<file path="config.mk">
export PLATFORM = sky130hd
export DESIGN_NAME = piah_dp
export DESIGN_NICKNAME = d
export VERILOG_FILES = /design/src/piah_pkg.sv /design/src/piah_ram.sv /design/src/piah_dp.sv
export SDC_FILE = /design/constraint.sdc
export NUM_CORES = 2
export LEC_CHECK = 0
export BUFFER_PORTS_ARGS = -buffer_cell sky130_fd_sc_hd__buf_2
export CAP_MARGIN = 20
export CORE_AREA = 2 2 735 737
export DETAILED_ROUTE_END_ITERATION = 10
export DIE_AREA = 0 0 737 739
export GPL_TIMING_DRIVEN = 0
export SYNTH_ARGS = -nofsm -noshare
export SYNTH_HDL_FRONTEND = slang
export SYNTH_SLANG_ARGS = --single-unit
</file>
<file path="constraint.sdc">
create_clock -name clk -period 12.8 [get_ports clk]
set_input_delay 0.64 -clock clk [delete_from_list [all_inputs] [get_ports clk]]
set_output_delay 0.64 -clock clk [all_outputs]
set_load 0.01 [all_outputs]
</file>
<file path="src/piah_pkg.sv">
package piah_pkg;

	localparam int NUM_BINS      = 128;
	localparam int INTERVAL_BINS = 60;
	localparam int COUNT_WIDTH   = 32;

	localparam int PHASE_W   = 12;
	localparam int AMP_W     = 8;
	localparam int OP_W      = 2;
	localparam int BIN_OUT_W = 7;
	localparam int COUNT_OUT_W = 32;
	localparam int CFG_IDX_W = 2;
	localparam int CFG_DATA_W = 8;

	localparam int BIN_W  = $clog2(NUM_BINS);
	localparam int IDX_W  = 9;
	localparam int DIFF_W = PHASE_W + 1;

	localparam int WRAP_50HZ     = 1800;
	localparam int WRAP_60HZ     = 2160;
	localparam int PHASE_PER_BIN = 18;
	localparam int RECIP_SHIFT   = 16;
	localparam int RECIP         = ((1 << RECIP_SHIFT) + PHASE_PER_BIN - 1) / PHASE_PER_BIN;
	localparam int INTERVAL_SPAN = INTERVAL_BINS * PHASE_PER_BIN;

	localparam logic [OP_W-1:0] OP_PULSE = 2'd0;
	localparam logic [OP_W-1:0] OP_READ  = 2'd1;
	localparam logic [OP_W-1:0] OP_CLEAR = 2'd2;

	localparam logic [CFG_IDX_W-1:0] CFG_MODE    = 2'd0;
	localparam logic [CFG_IDX_W-1:0] CFG_FREQ60  = 2'd1;
	localparam logic [CFG_IDX_W-1:0] CFG_AMP_MIN = 2'd2;
	localparam logic [CFG_IDX_W-1:0] CFG_AMP_MAX = 2'd3;

	localparam logic signed [AMP_W-1:0] AMP_MIN_RESET = -8'sd60;
	localparam logic signed [AMP_W-1:0] AMP_MAX_RESET = 8'sd60;

	typedef struct packed {
		logic capture;
		logic lookup;
		logic update;
	} piah_cmd_t;

endpackage

</file>
<file path="src/piah_ram.sv">
module piah_ram #(
	parameter int WIDTH = 32,
	parameter int DEPTH = 128
) (
	input  logic                     clk,
	input  logic                     we,
	input  logic [$clog2(DEPTH)-1:0] waddr,
	input  logic [WIDTH-1:0]         wdata,
	input  logic [$clog2(DEPTH)-1:0] raddr,
	output logic [WIDTH-1:0]         rdata
);

	logic [WIDTH-1:0] mem [DEPTH];

	always_ff @(posedge clk) begin
		if (we) begin
			mem[waddr] <= wdata;
		end
		rdata <= mem[raddr];
	end

endmodule

</file>
<file path="src/piah_dp.sv">
module piah_dp (
	input  logic                                       clk,
	input  logic                                       arst_n,
	input  piah_pkg::piah_cmd_t                        cmd,
	input  logic [piah_pkg::OP_W-1:0]                  op,
	input  logic [piah_pkg::PHASE_W-1:0]               phase_pos,
	input  logic signed [piah_pkg::AMP_W-1:0]          amplitude,
	input  logic                                       first_of_list,
	input  logic [piah_pkg::BIN_OUT_W-1:0]             read_bin,
	input  logic                                       cfg_we,
	input  logic [piah_pkg::CFG_IDX_W-1:0]             cfg_index,
	input  logic [piah_pkg::CFG_DATA_W-1:0]            cfg_data,
	output logic                                       strobe,
	output logic [piah_pkg::BIN_OUT_W-1:0]             bin,
	output logic [piah_pkg::COUNT_OUT_W-1:0]           count,
	output logic                                       counted
);

	localparam int CW = piah_pkg::COUNT_WIDTH;
	localparam int PW = piah_pkg::PHASE_W;
	localparam int DW = piah_pkg::DIFF_W;
	localparam int IW = piah_pkg::IDX_W;
	localparam int BW = piah_pkg::BIN_W;
	localparam int MW = 2 * 32;
	localparam int PRW = 2 * PW;

	logic                               mode_q;
	logic                               freq60_q;
	logic signed [piah_pkg::AMP_W-1:0]  amp_min_q;
	logic signed [piah_pkg::AMP_W-1:0]  amp_max_q;
	logic [PW-1:0]                      last_phase_q;

	logic [piah_pkg::OP_W-1:0]          op_q;
	logic                               first_q;
	logic [piah_pkg::BIN_OUT_W-1:0]     rbin_q;
	logic signed [DW-1:0]               diff_q;
	logic [IW-1:0]                      amp_idx_q;
	logic                               amp_ok_q;

	logic signed [DW-1:0]               wrapped;
	logic [PRW-1:0]                     product;
	logic [IW-1:0]                      iv_idx;
	logic                               iv_ok;
	logic [IW-1:0]                      hit_idx;
	logic                               hit_ok;
	logic                               rd_ok;
	logic [BW-1:0]                      raddr;

	logic [piah_pkg::OP_W-1:0]          op_s2;
	logic                               hit_s2;
	logic                               rd_ok_s2;
	logic [IW-1:0]                      idx_s2;
	logic [piah_pkg::BIN_OUT_W-1:0]     rbin_s2;
	logic                               valid_s2;

	logic [piah_pkg::NUM_BINS-1:0]      valid_q;
	logic [CW-1:0]                      rdata;
	logic [CW-1:0]                      cur;
	logic [CW-1:0]                      next_cnt;
	logic [piah_pkg::COUNT_OUT_W-1:0]   cur_out;
	logic [piah_pkg::COUNT_OUT_W-1:0]   next_out;
	logic                               we;

	logic                               strobe_q;
	logic [piah_pkg::BIN_OUT_W-1:0]     bin_q;
	logic [piah_pkg::COUNT_OUT_W-1:0]   count_q;
	logic                               counted_q;

	always_ff @(posedge clk or negedge arst_n) begin
		if (!arst_n) begin
			mode_q    <= 1'b0;
			freq60_q  <= 1'b0;
			amp_min_q <= piah_pkg::AMP_MIN_RESET;
			amp_max_q <= piah_pkg::AMP_MAX_RESET;
		end else if (cfg_we) begin
			unique case (cfg_index)
				piah_pkg::CFG_MODE:    mode_q    <= cfg_data[0];
				piah_pkg::CFG_FREQ60:  freq60_q  <= cfg_data[0];
				piah_pkg::CFG_AMP_MIN: amp_min_q <= signed'(cfg_data);
				piah_pkg::CFG_AMP_MAX: amp_max_q <= signed'(cfg_data);
				default: begin
				end
			endcase
		end
	end

	// The interval is taken against the phase before this pulse overwrites it.
	always_ff @(posedge clk or negedge arst_n) begin
		if (!arst_n) begin
			last_phase_q <= '0;
		end else if (cmd.capture && op == piah_pkg::OP_PULSE) begin
			last_phase_q <= phase_pos;
		end
	end

	always_ff @(posedge clk) begin
		if (cmd.capture) begin
			op_q      <= op;
			first_q   <= first_of_list;
			rbin_q    <= read_bin;
			diff_q    <= signed'({1'b0, phase_pos}) - signed'({1'b0, last_phase_q});
			amp_idx_q <= IW'(signed'(IW'(amplitude)) - signed'(IW'(amp_min_q)));
			amp_ok_q  <= (amplitude >= amp_min_q) && (amplitude <= amp_max_q);
		end
	end

	always_comb begin
		if (diff_q < 0) begin
			wrapped = diff_q + (freq60_q ? DW'(piah_pkg::WRAP_60HZ) : DW'(piah_pkg::WRAP_50HZ));
		end else begin
			wrapped = diff_q;
		end
		product = PRW'(wrapped[PW-1:0]) * PRW'(piah_pkg::RECIP);
		if (wrapped < 0) begin
			iv_idx = '0;
			iv_ok  = (wrapped > -DW'(piah_pkg::PHASE_PER_BIN));
		end else begin
			iv_idx = IW'(product >> piah_pkg::RECIP_SHIFT);
			iv_ok  = (wrapped < DW'(piah_pkg::INTERVAL_SPAN));
		end
		if (mode_q) begin
			hit_idx = iv_idx;
			hit_ok  = iv_ok && !first_q;
		end else begin
			hit_idx = amp_idx_q;
			hit_ok  = amp_ok_q;
		end
		hit_ok = hit_ok && (hit_idx < IW'(piah_pkg::NUM_BINS));
		rd_ok  = (IW'(rbin_q) < IW'(piah_pkg::NUM_BINS));
		if (op_q == piah_pkg::OP_READ) begin
			raddr = BW'(rbin_q);
		end else begin
			raddr = BW'(hit_idx);
		end
	end

	always_ff @(posedge clk) begin
		if (cmd.lookup) begin
			op_s2    <= op_q;
			hit_s2   <= hit_ok;
			rd_ok_s2 <= rd_ok;
			idx_s2   <= hit_idx;
			rbin_s2  <= rbin_q;
			valid_s2 <= valid_q[raddr];
		end
	end

	piah_ram #(
		.WIDTH(CW),
		.DEPTH(piah_pkg::NUM_BINS)
	) u_ram (
		.clk  (clk),
		.we   (we),
		.waddr(BW'(idx_s2)),
		.wdata(next_cnt),
		.raddr(raddr),
		.rdata(rdata)
	);

	always_comb begin
		cur      = valid_s2 ? rdata : '0;
		next_cnt = (cur == '1) ? cur : cur + CW'(1);
		cur_out  = (MW'(cur) > MW'(32'hFFFF_FFFF)) ? '1 : piah_pkg::COUNT_OUT_W'(cur);
		next_out = (MW'(next_cnt) > MW'(32'hFFFF_FFFF)) ? '1 : piah_pkg::COUNT_OUT_W'(next_cnt);
		we       = cmd.update && (op_s2 == piah_pkg::OP_PULSE) && hit_s2;
	end

	always_ff @(posedge clk or negedge arst_n) begin
		if (!arst_n) begin
			valid_q <= '0;
		end else if (cmd.update && op_s2 == piah_pkg::OP_CLEAR) begin
			valid_q <= '0;
		end else if (we) begin
			valid_q[BW'(idx_s2)] <= 1'b1;
		end
	end

	always_ff @(posedge clk or negedge arst_n) begin
		if (!arst_n) begin
			strobe_q <= 1'b0;
		end else begin
			strobe_q <= cmd.update;
		end
	end

	always_ff @(posedge clk) begin
		if (cmd.update) begin
			bin_q     <= '0;
			count_q   <= '0;
			counted_q <= 1'b0;
			case (op_s2)
				piah_pkg::OP_PULSE: begin
					if (hit_s2) begin
						bin_q     <= piah_pkg::BIN_OUT_W'(idx_s2);
						count_q   <= next_out;
						counted_q <= 1'b1;
					end
				end
				piah_pkg::OP_READ: begin
					bin_q <= rbin_s2;
					if (rd_ok_s2) begin
						count_q <= cur_out;
					end
				end
				default: begin
				end
			endcase
		end
	end

	assign strobe  = strobe_q;
	assign bin     = bin_q;
	assign count   = count_q;
	assign counted = counted_q;

	a_strobe_after_update: assert property (@(posedge clk) disable iff (!arst_n)
		strobe_q |-> $past(cmd.update))
		else $error("result strobe without an update cycle");

	a_counted_nonzero: assert property (@(posedge clk) disable iff (!arst_n)
		strobe_q && counted_q |-> count_q != '0)
		else $error("counted pulse reports a zero count");

	a_clear_drops_valid: assert property (@(posedge clk) disable iff (!arst_n)
		cmd.update && op_s2 == piah_pkg::OP_CLEAR |=> valid_q == '0)
		else $error("clear left a bin marked as written");

endmodule

</file>
## Word level (Yosys, flattened, before mapping)

Memories as Yosys holds them, arrays and structs flattened. A register that Yosys moved wholly into a read port is not among the register bits.
Index checks and enable logic that the tools add are counted.

- Output and inout bits: 41
- Input port bits: 46
- Memories: 1
- RAM bits: 4096
- Logic and storage cells: 84
- Register bits: 250

- Multipliers: 1
- Reduce and logical (&&, ||, !) cells: 17
- Add/sub/neg operators: 4
- Mux-type cells: 22
- Eq/ne operators: 7
- $lt $le $gt $ge: 10
- Bitwise operators: 1

Memory list:

| memory | words | width | read ports | clocked after memory_dff | wr ports | line | source |
|---|---|---|---|---|---|---|---|
| u_ram.mem | 128 | 32 | 1 | 1 | 1 | piah_ram.sv:13 | `logic [WIDTH-1:0] mem [DEPTH];` |

Operator list:

| kind | count |
|---|---|
| 2-to-1 mux 128 bit | 2 |
| bitwise OR 128 bit | 1 |
| 2-to-1 mux 32 bit | 3 |
| one-hot mux 32 bit (2 select lines) | 1 |
| adder 32 x 1 -> 32 bit, second input constant | 1 |
| == test 32 bit, second input constant | 1 |
| < comparator 13 x 1 -> 1 bit, second input constant | 2 |
| multiplier 12 x 12 -> 24 bit, second input constant | 1 |
| < comparator 7 x 8 -> 1 bit, second input constant | 2 |
| 2-to-1 mux 7 bit | 2 |
| one-hot mux 7 bit (2 select lines) | 1 |
| adder 13 bit | 1 |
| greater-than comparator 13 x 6 -> 1 bit, second input constant | 1 |
| < comparator 13 x 12 -> 1 bit, second input constant | 1 |
| 2-to-1 mux 13 bit | 1 |
| subtractor 12 x 12 -> 13 bit | 1 |
| 2-to-1 mux 12 bit | 1 |
| < comparator 9 x 8 -> 1 bit, second input constant | 1 |
| 2-to-1 mux 9 bit | 1 |
| subtractor 8 x 8 -> 9 bit | 1 |
| >= comparator 8 bit | 1 |
| <= comparator 8 bit | 1 |
| logical AND 1 bit | 8 |
| 2-to-1 mux 8 bit | 1 |
| 10 further kinds | 25 |

## Logic depth before layout (Yosys ltp)

- Word-level depth: 9
- Mapped depth: 36
- Depth with buffers taken out: 32

## Modules after synthesis

Synthesis repeated with hierarchy kept, for this count alone.

- Cells, all modules: 7505
- Area, all modules: 171523.3 um^2

By module, submodules not included:

| module | seq. area each (um^2) | area each (um^2) | cells each | instances |
|---|---|---|---|---|
| piah_ram | 123638.6 | 156276.1 | 5990 | 1 |
| piah_dp | 6720.2 | 15247.1 | 1515 | 1 |

## Worst setup path after synthesis

OpenSTA, ideal clock, no wires.

- Path type: reg2reg
- Start point: reg valid_s2
- End point: mem u_ram.mem[0][16], data pin
- Required time: 11.548 ns
- Setup time: 1.252 ns
- Setup slack: 3.509 ns
- Cell stages (with the launch flop): 12
- Clock period less this slack: 9.291 ns
- Data arrival time: 8.039 ns
- Buffers on the path: 2
- Path through: edfxtp_1 -> clkbuf_1 -> clkbuf_1 -> nand2_1 -> inv_1 -> ha_1 -> nand3_1 -> or4_1 -> nor3_1 -> nand2_1 -> or3_1 -> a21boi_0

- Word-level cells in the longest chain between the ends: 3
- Elaborated cells between the ends (all ways): 4
- Those cells by class: add/sub: 1; eq/ne: 1; mux: 2

Ends and longest elaborated chain:

| item | line | source |
|---|---|---|
| start: declaration | piah_dp.sv:54 | `logic valid_s2;` |
| start signal: assignment | piah_dp.sv:144 | `valid_s2 <= valid_q[raddr];` |
| 2-to-1 mux 32 bit * | piah_dp.sv:161 | `cur = valid_s2 ? rdata : '0;` |
| adder 32 x 1 -> 32 bit or == test 32 bit (tied branches) | piah_dp.sv:162 | `next_cnt = (cur == '1) ? cur : cur + CW'(1);` |
| 2-to-1 mux 32 bit * | piah_dp.sv:162 |  |
| named net next_cnt[16] | piah_dp.sv:59 | `logic [CW-1:0] next_cnt;` |
| end: declaration | piah_ram.sv:13 |  |

The timed path passes the listed nets; every way through them passes the cells marked *.

## Worst setup path in the final report

- Start point: reg freq60_q
- End point: reg valid_s2, data pin

- Word-level cells in the longest chain between the ends: 9
- Elaborated cells between the ends (all ways): 10
- Those cells by class: add/sub: 1; mul: 1; order compare: 1; mux: 7

Ends and longest elaborated chain:

| item | line | source |
|---|---|---|
| start: declaration | piah_dp.sv:28 | `logic freq60_q;` |
| start signal: assignment | piah_dp.sv:78 | `piah_pkg::CFG_FREQ60: freq60_q <= cfg_data[0];` |
| 2-to-1 mux 12 bit * | piah_dp.sv:109 | `wrapped = diff_q + (freq60_q ? DW'(piah_pkg::WRAP_60HZ) : DW'(piah_pkg::WRAP_50HZ));` |
| adder 13 bit * | piah_dp.sv:109 |  |
| 2-to-1 mux 13 bit * | piah_dp.sv:108 | `if (diff_q < 0) begin` |
| multiplier 12 x 12 -> 24 bit or < comparator 13 x 1 -> 1 bit (tied branches) | piah_dp.sv:113, piah_dp.sv:114 |  |
| 2-to-1 mux 8 bit * | piah_dp.sv:114 | `if (wrapped < 0) begin` |
| 2-to-1 mux 9 bit * | piah_dp.sv:121 | `if (mode_q) begin` |
| 2-to-1 mux 7 bit * | piah_dp.sv:130 | `if (op_q == piah_pkg::OP_READ) begin` |
| binary-select mux 1 bit (select 7 bit) * | piah_dp.sv:144 |  |
| 2-to-1 mux 1 bit (implied by the code) * | piah_dp.sv:144 |  |

Every way passes the cells marked *; elsewhere a longest branch is shown, timed or not. The select of a mux whose other input is x is not followed.
A chain may end at the register's enable or synchronous reset.

==> metrics.csv <==
stage;metric;value;unit
die;dieArea;545000;um^2
worst_setup_path;worstSetupEndpointType;flop;
layout;drive_gt1_share;27.9;%
synthesis;synthFlopType;edfxtp_1;
detailed_routing;dr_total_vias;96100;
timing;fin_crit;12.46;ns
clock_network;ctsLongestPathBuffers;4;
synthesis;synth-edff-count;4187;
synthesis;postSynthCellCount;8174;
synthesis;synth_nets;8366;
detailed_routing;first_pass_iters;11;
grt;grt_max_degree;102;
detailed_routing;detail-route-antenna-nets;0;
flow_run;max_cap_viol_count;0;
layout;nNetsFinal;9289;
worst_setup_path;crit_arrival;13.14;ns
die;io_pins;87;
worst_setup_path;slowest_stage;a31oi_1;
clock_network;numCtsBuffers;428;
clock_network;path_clk_slew;0.06;ns
clock_network;cts.sinks;4378;
die;die_h;739;um
timing;max_freq;0.0802;GHz
grt;grt_util_all_layers;22.2;%
detailed_routing;wirelength;622;mm
layout;layout_common_cells;edfxtp_1 (4,187), mux4_2 (1,055), nand2_1 (487);
grt;globalRouteOverflowTotal;0;
clock_network;cts_resized;0;
detailed_routing;vias_per_cell;5.77;
synthesis;async_reset_ff_share;3.63;%
synthesis;ys_warn_count;0;
synthesis;netlist_area;171000;um^2
die;core-area;536000;um^2
worst_setup_path;crit_buf_inv;10;
worst_setup_path;crit_required;13.47;ns
layout;layout_commonest_cell;edfxtp_1;
detailed_routing;drcViolationCount;3;
clock_network;hold_buffers;31;
timing;clock_skew;0.0826;ns
run_status;status;finished with violations;
place;dp_hpwl;441;mm
grt;grt_pass1_wl;822;mm
worst_setup_path;crit_family;compound AO/OA/AOI/OAI gates;
synthesis;ys_seq_elements;4378;
worst_setup_path;crit_type;flop to flop;
detailed_routing;post_drt_wl_per_cell;37.3;um
grt;grt_pass1_vias;92700;
clock_network;clk_latency;1.08;ns
clock_network;root_buffer;clkbuf_16;
synthesis;synth_area_per_cell;20.9;um^2
detailed_routing;drt_iter0_markers;17700;
place;port_buffers;86;
timing;rsz0062_at_grt;no;
die;initial_utilization;31.9;%
clock_network;cts_tree;yes;
clock_network;cts_setup_buffers;0;
clock_network;h-tree-depth;5;
grt;antenna_found_initial;52;
place;place_inst;15800;
die;num_rows;269;
timing;period_share;97.4;%
min_path;hp-class;input pin to flop;
die;die_w;737;um
synthesis;seq_area_frac_synth;76.2;%
run_status;violations;design-rule violations;
worst_setup_path;crit_fanout;10;
place;gp_congestion;0.962;
timing;drv_slew;0;
timing;maxSlewHeadroom;3.60;%
synthesis;synth_cell_type_count;80;
layout;instances_no_fill;16700;
worst_setup_path;cpMostUsedCell;inv_1;
layout;area.growth.synth_to_final;18.5;%
timing;tightest_slew;1.45;ns
worst_setup_path;cp-start-kind;flop;
timing;setup_viol;0;
timing;hold_viol;0;
worst_setup_path;slowest_delay;1.16;ns
[logic make-up (layout without fill, tap and decap cells)]
family	count (synthesis)	in the layout	share of synthesized area, %
other	0	20	0
buffers and inverters	562	1844	1.74
XOR/XNOR	63	63	0.327
adder cells (fa/ha/maj)	146	146	1.19
AO/OA/AOI/OAI	778	778	3.26
flip-flops	4378	4378	76.2
AND/OR/NAND/NOR	1097	1097	2.84
multiplexers	1150	1150	14.5
[synthesized netlist by cell type, types with 24 or more instances]
library cell / instances / share of area [%]
edfxtp_1: 4187 / 73
mux4_2: 1055 / 14
nand2_1: 487 / 1.1
nor2_1: 226 / 0.50
o22ai_1: 208 / 0.76
nand3_1: 156 / 0.46
dfrtp_1: 152 / 2.2
buf_2: 144 / 0.42
clkbuf_1: 132 / 0.29
o21a_1: 130 / 0.57
inv_1: 120 / 0.26
ha_1: 119 / 0.87
buf_4: 115 / 0.50
mux2i_1: 74 / 0.43
a22oi_1: 67 / 0.29
nor3_1: 64 / 0.19
a32oi_1: 58 / 0.30
o21ai_0: 53 / 0.16
a21oi_1: 51 / 0.15
a31oi_1: 40 / 0.15
xnor2_1: 38 / 0.19
buf_6: 33 / 0.22
nand4_1: 33 / 0.12
dfxtp_1: 32 / 0.37
fa_1: 27 / 0.32
xor2_1: 24 / 0.12
[flip-flops by register name, summed over array words and instances, names as in the netlist, 2 cells and up]
| name | count |
|---|---|
| bin | 7 |
| op_q | 2 |
| last_phase_q | 12 |
| rbin_s2 | 7 |
| u_ram.mem | 4096 |
| rbin_q | 7 |
| amp_max_q | 8 |
| idx_s2 | 7 |
| count | 32 |
| amp_min_q | 8 |
| valid_q | 128 |
| amp_idx_q | 9 |
| u_ram.rdata | 32 |
| diff_q | 13 |
| op_s2 | 2 |
[final timing paths]
kind	start	endpoint	slack, ns	cells after the start
hold / removal	cfg_index[0]	mode_q	0.01	4
setup reg to reg	freq60_q	valid_s2	0.34	33
hold reg to reg	valid_q[16]	valid_q[16]	0.49	1
setup / recovery	freq60_q	valid_s2	0.34	33
min in group asynchronous	arst_n	amp_min_q[3]	0.17	2
max in group asynchronous	arst_n	valid_q[34]	11.42	3
[tightest hold or removal path, cell delays in order]
cell and delay, ns:
buf_2 0.11, nor3b_1 0.07, nand2_1 0.06, o21ai_0 0.08
[final cells by class]
cell class	instances	area [um^2]
Timing Repair Buffer	493	7840
Clock buffer	536	11300
Sequential cell	4378	130000
Clock inverter	253	2020
Antenna cell	20	50.0
Buffer	439	2520
Tap cell	7181	8980
Inverter	123	462
Multi-Input combinational cell	3234	39200
Fill cell	48200	333000
[routing by layer]
layer	routed length (um)	part of all wire, %	track usage (%)
met5	140	0.023	0.0617
met3	81700	13	6.98
met1	219000	35	28.1
met4	53500	8.6	15.7
met2	268000	43	32.3
[metrics by stage]
stage / TNS [ns] / utilization (%) / instance area, um^2 / hold slack, ns / setup WS, ns
after floorplan: 0 / - / 171000 / 0.344 / 3.51
after global placement: -2309.31 / 33.7 / 181000 / 0.467 / -5.57
after detailed placement: 0 / 35.3 / 189000 / 0.463 / 0.643
after CTS: 0 / 37.8 / 203000 / 0.0131 / 0.648
after global routing: 0 / 37.8 / 203000 / 0.0608 / 0.272
final: 0 / 37.8 / 203000 / 0.0145 / 0.335
Power is not shown: default switching activity piles up to over one toggle a cycle in this logic, so the estimate is an artifact.
